<file path="src/rtl/core/esdt_pkg.sv">
// Shared types, constants and helpers for the event status decay tracker.
package esdt_pkg;

  // Channel store geometry
  localparam int unsigned CHANNELS = 32;
  localparam int unsigned IdxW     = (CHANNELS > 1) ? $clog2(CHANNELS) : 1;
  localparam int unsigned ChanW    = 5;
  localparam int unsigned TimeW    = 32;
  localparam int unsigned DecayW   = 16;
  localparam int unsigned MaskW    = 32;
  localparam int unsigned CatN     = 8;

  localparam logic [DecayW-1:0] DecayReset = DecayW'(5);

  typedef enum logic [1:0] {
    ModeEvent = 2'd0,
    ModeTick  = 2'd1,
    ModeQuery = 2'd2
  } mode_e;

  typedef enum logic [3:0] {
    KindMotion    = 4'd0,
    KindPixel     = 4'd1,
    KindHuman     = 4'd2,
    KindFace      = 4'd3,
    KindFaceRecog = 4'd4,
    KindVehicle   = 4'd5,
    KindAnimal    = 4'd6,
    KindPackage   = 4'd7,
    KindLineCross = 4'd8,
    KindIntrusion = 4'd9,
    KindDoorbell  = 4'd10
  } event_kind_e;

  typedef enum logic {
    RptChange = 1'b0,
    RptQuery  = 1'b1
  } rpt_kind_e;

  typedef enum logic [1:0] {
    StIdle,
    StScan,
    StEmit
  } state_e;

  typedef struct packed {
    logic [1:0]       mode;
    logic [ChanW-1:0] channel;
    logic [3:0]       event_kind;
    logic [TimeW-1:0] now_seconds;
  } in_word_t;

  typedef struct packed {
    rpt_kind_e        report_kind;
    logic [ChanW-1:0] channel_res;
    logic [CatN-1:0]  status_bits;
    logic             is_last;
    logic [MaskW-1:0] mask_motion;
    logic [MaskW-1:0] mask_human;
    logic [MaskW-1:0] mask_face;
    logic [MaskW-1:0] mask_vehicle;
    logic [MaskW-1:0] mask_animal;
    logic [MaskW-1:0] mask_package;
    logic [MaskW-1:0] mask_line_cross;
    logic [MaskW-1:0] mask_intrusion;
  } out_word_t;

  // One row per category, one bit per channel
  typedef logic [CatN-1:0][MaskW-1:0] mask_set_t;

  // Map an event kind to its status bit; zero for kinds without one
  function automatic logic [CatN-1:0] kind_bit(logic [3:0] kind);
    logic [CatN-1:0] b;
    b = '0;
    case (kind)
      KindMotion, KindPixel:    b = 8'h01;
      KindHuman:                b = 8'h02;
      KindFace, KindFaceRecog:  b = 8'h04;
      KindVehicle:              b = 8'h08;
      KindAnimal:               b = 8'h10;
      KindPackage:              b = 8'h20;
      KindLineCross:            b = 8'h40;
      KindIntrusion:            b = 8'h80;
      default:                  b = '0;
    endcase
    return b;
  endfunction

  // Gather one channel's status bits out of the category masks
  function automatic logic [CatN-1:0] chan_status(mask_set_t m, logic [ChanW-1:0] c);
    logic [CatN-1:0] s;
    for (int j = 0; j < CatN; j++) begin
      s[j] = m[j][c];
    end
    return s;
  endfunction

  // Build a result word
  function automatic out_word_t pack_word(rpt_kind_e kind, logic [ChanW-1:0] chan,
                                          logic [CatN-1:0] bits, logic last,
                                          mask_set_t m);
    out_word_t w;
    w.report_kind     = kind;
    w.channel_res     = chan;
    w.status_bits     = bits;
    w.is_last         = last;
    w.mask_motion     = m[0];
    w.mask_human      = m[1];
    w.mask_face       = m[2];
    w.mask_vehicle    = m[3];
    w.mask_animal     = m[4];
    w.mask_package    = m[5];
    w.mask_line_cross = m[6];
    w.mask_intrusion  = m[7];
    return w;
  endfunction

endpackage

</file>
<file path="src/rtl/core/event_status_decay_tracker_top.sv">
// Per-channel detection status tracker with time-based decay of status bits.
//
//   channel | direction | handshake              | word
//   --------+-----------+------------------------+-----------------------------
//   in      | input     | in_valid_i/in_ready_o  | in_word_i  (in_word_t)
//   out     | output    | out_valid_o/out_ready_i| out_word_o (out_word_t)
//   cfg     | input     | cfg_we_i (no wait)     | cfg_wdata_i (decay seconds)
//
// An event of a kind with a status bit, or a query, loads one word into the output
// register. A tick scans the last-seen memory through its one read port, then steps
// through the channels in ascending order up to the last cleared one, each clear
// waiting for a free output register.
// Reset clears the status masks, the output valid and sets decay to 5; the
// last-seen memory is not cleared, as an entry only counts for a channel with
// status bits set, which an event has written.
// A stalled output holds its word; new words are taken only in idle.
module event_status_decay_tracker_top
  import esdt_pkg::*;
(
  input  logic              clk_i,
  input  logic              rst_ni,
  input  logic              in_valid_i,
  output logic              in_ready_o,
  input  in_word_t          in_word_i,
  output logic              out_valid_o,
  input  logic              out_ready_i,
  output out_word_t         out_word_o,
  input  logic              cfg_we_i,
  input  logic [DecayW-1:0] cfg_wdata_i
);

  state_e               state_q, state_d;
  mask_set_t            masks_q, masks_d;
  logic [CHANNELS-1:0]  clr_q, clr_d;
  logic [IdxW-1:0]      scan_q, scan_d;
  logic [IdxW-1:0]      emit_q, emit_d;
  logic [TimeW-1:0]     now_q, now_d;
  logic [DecayW-1:0]    decay_q;
  logic                 out_valid_q, out_valid_d;
  out_word_t            out_q, out_d;

  // Last-seen memory, one read and one write port
  logic [TimeW-1:0]     seen_mem [CHANNELS];
  logic [TimeW-1:0]     rd_data_q;
  logic                 rd_en;
  logic [IdxW-1:0]      rd_addr;
  logic                 mem_we;
  logic [IdxW-1:0]      wr_addr;

  logic                 in_fire;
  logic                 out_free;
  logic [CatN-1:0]      ev_bit;
  logic [CatN-1:0]      scan_stat;
  logic [TimeW-1:0]     age;
  logic                 scan_hit;
  logic [CHANNELS-1:0]  emit_rest;

  localparam logic [IdxW-1:0] LastIdx = IdxW'(CHANNELS - 1);

  assign out_free   = !out_valid_q || out_ready_i;
  assign in_ready_o = (state_q == StIdle) && out_free;
  assign in_fire    = in_valid_i && in_ready_o;
  assign ev_bit     = kind_bit(in_word_i.event_kind);

  // Scan check on the word read for scan_q
  assign scan_stat = chan_status(masks_q, ChanW'(scan_q));
  assign age       = now_q - rd_data_q;
  assign scan_hit  = (|scan_stat) && (age >= TimeW'(decay_q));

  // Pending clears above the one being emitted
  assign emit_rest = clr_q & ~(CHANNELS'(1) << emit_q);

  // Next state and datapath control
  always_comb begin
    state_d     = state_q;
    masks_d     = masks_q;
    clr_d       = clr_q;
    scan_d      = scan_q;
    emit_d      = emit_q;
    now_d       = now_q;
    out_d       = out_q;
    out_valid_d = out_valid_q && !out_ready_i;
    rd_en       = 1'b0;
    rd_addr     = '0;
    mem_we      = 1'b0;
    wr_addr     = in_word_i.channel[IdxW-1:0];

    unique case (state_q)
      StIdle: begin
        if (in_fire) begin
          unique case (in_word_i.mode)
            ModeEvent: begin
              if ((ev_bit != '0) && ({1'b0, in_word_i.channel} < (ChanW + 1)'(CHANNELS))) begin
                mem_we = 1'b1;
                for (int j = 0; j < CatN; j++) begin
                  masks_d[j][in_word_i.channel] = masks_q[j][in_word_i.channel] | ev_bit[j];
                end
                out_d = pack_word(RptChange, in_word_i.channel,
                                  chan_status(masks_d, in_word_i.channel), 1'b1, masks_d);
                out_valid_d = 1'b1;
              end
            end
            ModeTick: begin
              rd_en   = 1'b1;
              rd_addr = '0;
              scan_d  = '0;
              clr_d   = '0;
              now_d   = in_word_i.now_seconds;
              state_d = StScan;
            end
            ModeQuery: begin
              out_d       = pack_word(RptQuery, '0, '0, 1'b1, masks_q);
              out_valid_d = 1'b1;
            end
            default: begin
            end
          endcase
        end
      end

      StScan: begin
        // Record the verdict for scan_q, fetch the next entry
        clr_d[scan_q] = scan_hit;
        if (scan_q == LastIdx) begin
          emit_d  = '0;
          state_d = (clr_d != '0) ? StEmit : StIdle;
        end else begin
          rd_en   = 1'b1;
          rd_addr = scan_q + 1'b1;
          scan_d  = scan_q + 1'b1;
        end
      end

      StEmit: begin
        // Drop one channel per free output slot, in ascending order
        if (clr_q[emit_q]) begin
          if (out_free) begin
            for (int j = 0; j < CatN; j++) begin
              masks_d[j][emit_q] = 1'b0;
            end
            out_d = pack_word(RptChange, ChanW'(emit_q), '0, (emit_rest == '0), masks_d);
            out_valid_d = 1'b1;
            clr_d       = emit_rest;
            if (emit_rest == '0) begin
              state_d = StIdle;
            end else begin
              emit_d = emit_q + 1'b1;
            end
          end
        end else begin
          emit_d = emit_q + 1'b1;
        end
      end

      default: begin
        state_d = StIdle;
      end
    endcase
  end

  // Control registers
  always_ff @(posedge clk_i or negedge rst_ni) begin
    if (!rst_ni) begin
      state_q     <= StIdle;
      masks_q     <= '0;
      clr_q       <= '0;
      scan_q      <= '0;
      emit_q      <= '0;
      out_valid_q <= 1'b0;
      decay_q     <= DecayReset;
    end else begin
      state_q     <= state_d;
      masks_q     <= masks_d;
      clr_q       <= clr_d;
      scan_q      <= scan_d;
      emit_q      <= emit_d;
      out_valid_q <= out_valid_d;
      if (cfg_we_i) begin
        decay_q <= cfg_wdata_i;
      end
    end
  end

  // Payload registers
  always_ff @(posedge clk_i) begin
    now_q <= now_d;
    out_q <= out_d;
  end

  // Last-seen memory: events write, the tick scan reads; never both at once
  always_ff @(posedge clk_i) begin
    if (mem_we) begin
      seen_mem[wr_addr] <= in_word_i.now_seconds;
    end
    if (rd_en) begin
      rd_data_q <= seen_mem[rd_addr];
    end
  end

  assign out_valid_o = out_valid_q;
  assign out_word_o  = out_q;

`ifndef SYNTHESIS
  // A change report's status matches that channel's column of its masks
  assert property (@(posedge clk_i) disable iff (!rst_ni)
    (out_valid_o && out_word_o.report_kind == RptChange) |->
      (out_word_o.status_bits == {out_word_o.mask_intrusion[out_word_o.channel_res],
                                  out_word_o.mask_line_cross[out_word_o.channel_res],
                                  out_word_o.mask_package[out_word_o.channel_res],
                                  out_word_o.mask_animal[out_word_o.channel_res],
                                  out_word_o.mask_vehicle[out_word_o.channel_res],
                                  out_word_o.mask_face[out_word_o.channel_res],
                                  out_word_o.mask_human[out_word_o.channel_res],
                                  out_word_o.mask_motion[out_word_o.channel_res]}))
    else $error("status bits disagree with masks");

  // Every channel pending a clear still has status bits set
  assert property (@(posedge clk_i) disable iff (!rst_ni)
    (state_q == StEmit) |->
      ((clr_q != '0) &&
       ((clr_q & ~CHANNELS'(masks_q[0] | masks_q[1] | masks_q[2] | masks_q[3] |
                            masks_q[4] | masks_q[5] | masks_q[6] | masks_q[7])) == '0)))
    else $error("clear pending for an idle channel");

  // The scan never overlaps a write of the last-seen memory
  assert property (@(posedge clk_i) disable iff (!rst_ni)
    (state_q == StScan) |-> (!mem_we && $past(state_q) != StEmit))
    else $error("memory write during scan");
`endif

endmodule

</file>
<file path="config.mk">
export PLATFORM = sky130hd
export DESIGN_NAME = event_status_decay_tracker_top
export DESIGN_NICKNAME = d
export VERILOG_FILES = /design/src/rtl/core/esdt_pkg.sv /design/src/rtl/core/event_status_decay_tracker_top.sv
export SDC_FILE = /design/constraint.sdc
export NUM_CORES = 2
export LEC_CHECK = 0
export ABC_CLOCK_PERIOD_IN_PS = 20100
export BUFFER_PORTS_ARGS = -buffer_cell sky130_fd_sc_hd__buf_2
export CORE_ASPECT_RATIO = 0.75
export CORE_UTILIZATION = 32
export CTS_BUF_LIST = sky130_fd_sc_hd__clkbuf_4 sky130_fd_sc_hd__clkbuf_8
export DETAILED_ROUTE_END_ITERATION = 10
export SETUP_SLACK_MARGIN = 0.5
export SYNTH_ARGS = -nofsm -noshare
export SYNTH_HDL_FRONTEND = slang
export SYNTH_SLANG_ARGS = --single-unit
</file>
<file path="constraint.sdc">
create_clock -name clk_i -period 20.1 [get_ports clk_i]
set_input_delay 0 -clock clk_i [delete_from_list [all_inputs] [get_ports clk_i]]
set_output_delay 0 -clock clk_i [all_outputs]
set_load 0.02 [all_outputs]
</file>
==> results.cfg <==
[clock_network]
clockRootBuffer = clkbuf_8
clkLatencyLatePin_ns = 1.04
cts_tree = yes
clock-sinks = 1676
cts_buffers = 294
hold_buffers = 120
post_cts_buffers = 0
htreeDepth = 5
cts_resized = 0
clkTransAtPathRegs_ns = 0.06
cts_buffer_depth = 4

[floorplan]
core-area_sq_um = 223300
fp.dieW_um = 549.9
ioPinCount = 337
start_util_pct = 32.26
die-area_sq_um = 227100
std_cell_rows = 150
die_y_um = 413.0

[worst_setup_path]
cpMostUsedCell = buf_4
worstPathRequired_ns = 20.82
ff2ff_setup_slack_ns = 13.33
endpoint_kind = flop
crit_arrival_ns = 7.50
timing.rr.start = scan_q[0]
path_max_fanout = 90
r2r_cells = 11
cpMaxStageDelayCell = buf_4
cpPeakStageDelay_ns = 0.86
r2r-end = rd_data_q[7]
path_cells = buf_4 -> ha_1 -> and3_1 -> ha_1 -> nor2b_1 -> nand2_4 -> buf_4 -> buf_4 -> mux4_2 -> mux4_2 -> mux2_2
criticalPathCategory = flop to flop
cp-start-kind = flop

[sta]
period_minus_slack_ns = 6.775
tightest_slew_ns = 1.294
rsz0062_at_grt = no
slew_viol_final = 0
slew_headroom_pct = 13.72
final.setup_skew_ns = 0.1103
fin_crit_sh_pct = 33.70
setup-violations-final = 0
fmax_mhz = 147.6
tns_ns = 0
holdWs_ns = 0.07471
finalHoldViolCount = 0

[placed_design]
portBuffers = 336
place_inst = 7829
gp_congestion = 0.9883
hpwl_um = 148400
post_dp_cell_area_sq_um = 77310

[yosys]
yosys.area.top_type = edfxtp_1
async_flop_share_pct = 18.91
ys_seq_area_share_pct = 67.65
netlist_area_sq_um = 72060
syn-num-nets = 4889
synth_area_leaders = edfxtp_1 (57%), dfrtp_1 (11%), mux4_2 (8.3%)
yosysTopAreaCellShare_pct = 56.63
synth_edf_count = 1359
avgSynthCellArea_sq_um = 15.13
syn_inst = 4762
synthDistinctLibCells = 74
yosysWarnings = 0
synth_seq_cells = 1676
synth_flop_cell = edfxtp_1

[detailed_routing]
drtIter0Drc = 6557
via_per_inst = 5.874
wire_per_inst_um = 29.22
dr.pass1.iters = 9
drtAntennaViolNets = 0
drc = 0
wl_um = 246700
vias = 49610

[final_layout]
finalNonFillerCells = 8445
fin_area_sq_um = 84110
multi_input_area_sq_um = 22010
nets = 5408
seq_area_sq_um = 48750
n_fill_cell = 20820
syn2layout_area_growth_pct = 16.72
drive_gt1_share_pct = 23.14

[pwr]
power_density_nw_per_um2 = 118.4
p_leak_nw = 29.32
power_mw = 9.960
peakVddDrop_uv = 90.19

[outcome]
status = finished, final reports clean

[global_routing]
grt_overflow = 0
grt.total_usage_pct = 21.17
grt_max_degree = 147
grt_pass1_wl_um = 347900
grt_pass1_vias = 48180
antenna_found_initial = 21

[min_path]
whs_path_depth = 2
min_from = in_word_i[29]
hold_class = primary input to flop
min_to = seen_mem[15][29]

[flow_run]
cap_violations = 0
## cells in the final DEF (no fill, tap or decap), types with 23 or more instances in the layout
cell              n
edfxtp_1       1359
a22o_1          481
o21ai_0         434
buf_2           334
dfrtp_1         314
clkbuf_8        306
mux4_2          267
nand2_1         251
nor2_1          148
a21oi_1         146
or3_1           140
o221ai_1        128
dlygate4sd3_1   119
buf_4           108
clkbuf_4         85
inv_1            69
clkinv_1         62
nor4_1           62
ha_1             61
o211ai_1         46
nand3_1          45
nor3_1           42
mux2_2           36
nor2_4           35
nand2b_1         23
## critical path, delay by kind of cell (launching register included)
family | cells | cell delay (ns)
mux | 3 | 1.18
simple gates | 3 | 1.14
buf+inv | 3 | 2.28
flops | 1 | 0.77
fa+ha+maj | 2 | 0.93
## cell type report
type	instances	share of cell area [%]
sequential	1676	57.96
multi-input combinational	2669	26.17
clock buffer	391	5.766
timing repair buffer	566	4.490
tap	2964	4.409
clock inverter	104	0.8702
inverter	74	0.3392
antenna	1	0.002975
## stage by stage
stage / util [%] / setup slack, ns
floorplan: - / 4.633
global placement: 34.61 / 13.64
detailed placement: 34.61 / 13.38
CTS: 37.66 / 13.41
global route: 37.66 / 13.02
finish: 37.66 / 13.33
## registers in the layout, summed over array words and instances (netlist names)
name / count
clr_q: 32
decay_q: 16
emit_q: 5
masks_q: 256
now_q: 32
out_valid_o: 1
out_word_o: 271
rd_data_q: 32
scan_q: 5
seen_mem: 1024
state_q: 2
## cell usage after synthesis, types with 7 or more instances
cell type,n
nor2b_1,21
clkbuf_1,257
o22ai_1,15
xnor2_1,16
inv_1,69
buf_6,8
o21a_1,8
o21ai_0,434
nor3_1,43
a22oi_1,20
or2_2,12
o21ai_1,20
nor2_1,189
nand2b_1,24
o211ai_1,46
o31ai_1,21
a211oi_1,8
a221oi_1,7
or4_1,11
a21o_1,11
nor4_1,62
and2_1,11
nand3_1,46
buf_1,32
a31oi_1,14
a22o_1,481
dfrtp_1,315
edfxtp_1,1359
a21oi_1,147
ha_1,62
and4_1,7
mux2_2,36
nand2_1,257
o221ai_1,128
or3_1,140
mux4_2,267
buf_2,46
mux2i_1,12
nand4_1,19
## cells by family after synthesis
kind of cell / after synthesis / share of synthesized area, %
flip-flops: 1676 / 67.65
AO/OA/AOI/OAI: 1411 / 13.76
AND/OR/NAND/NOR: 858 / 5.815
buffers and inverters: 417 / 2.335
multiplexers: 315 / 9.074
adder cells (fa/ha/maj): 63 / 1.104
XOR/XNOR: 22 / 0.2674
## power breakdown
part	total (mW)	internal, mW	switching (mW)
sequential	4.23	4.07	0.164
clock	3.07	1.69	1.38
combinational	2.66	0.921	1.74
total	9.96	6.68	3.28
## routing by layer
layer  part of all wire (%)  global-route usage [%]
met1                     41                   29.02
met2                     45                   31.75
met3                     11                   6.320
met4                    3.5                   7.591
met5                  0.050                       0
## how the worst max path moves through the flow
stage	end	startpoint	slack, ns
global route	rd_data_q[7]	scan_q[0]	13.02
finish	rd_data_q[7]	scan_q[0]	13.33
floorplan	out_word_o[0]	emit_q[1]	4.63
global placement	rd_data_q[26]	scan_q[0]	13.64
CTS	rd_data_q[26]	scan_q[0]	13.41
detailed placement	rd_data_q[26]	scan_q[0]	13.38
Power figures use the tool's default switching activity.
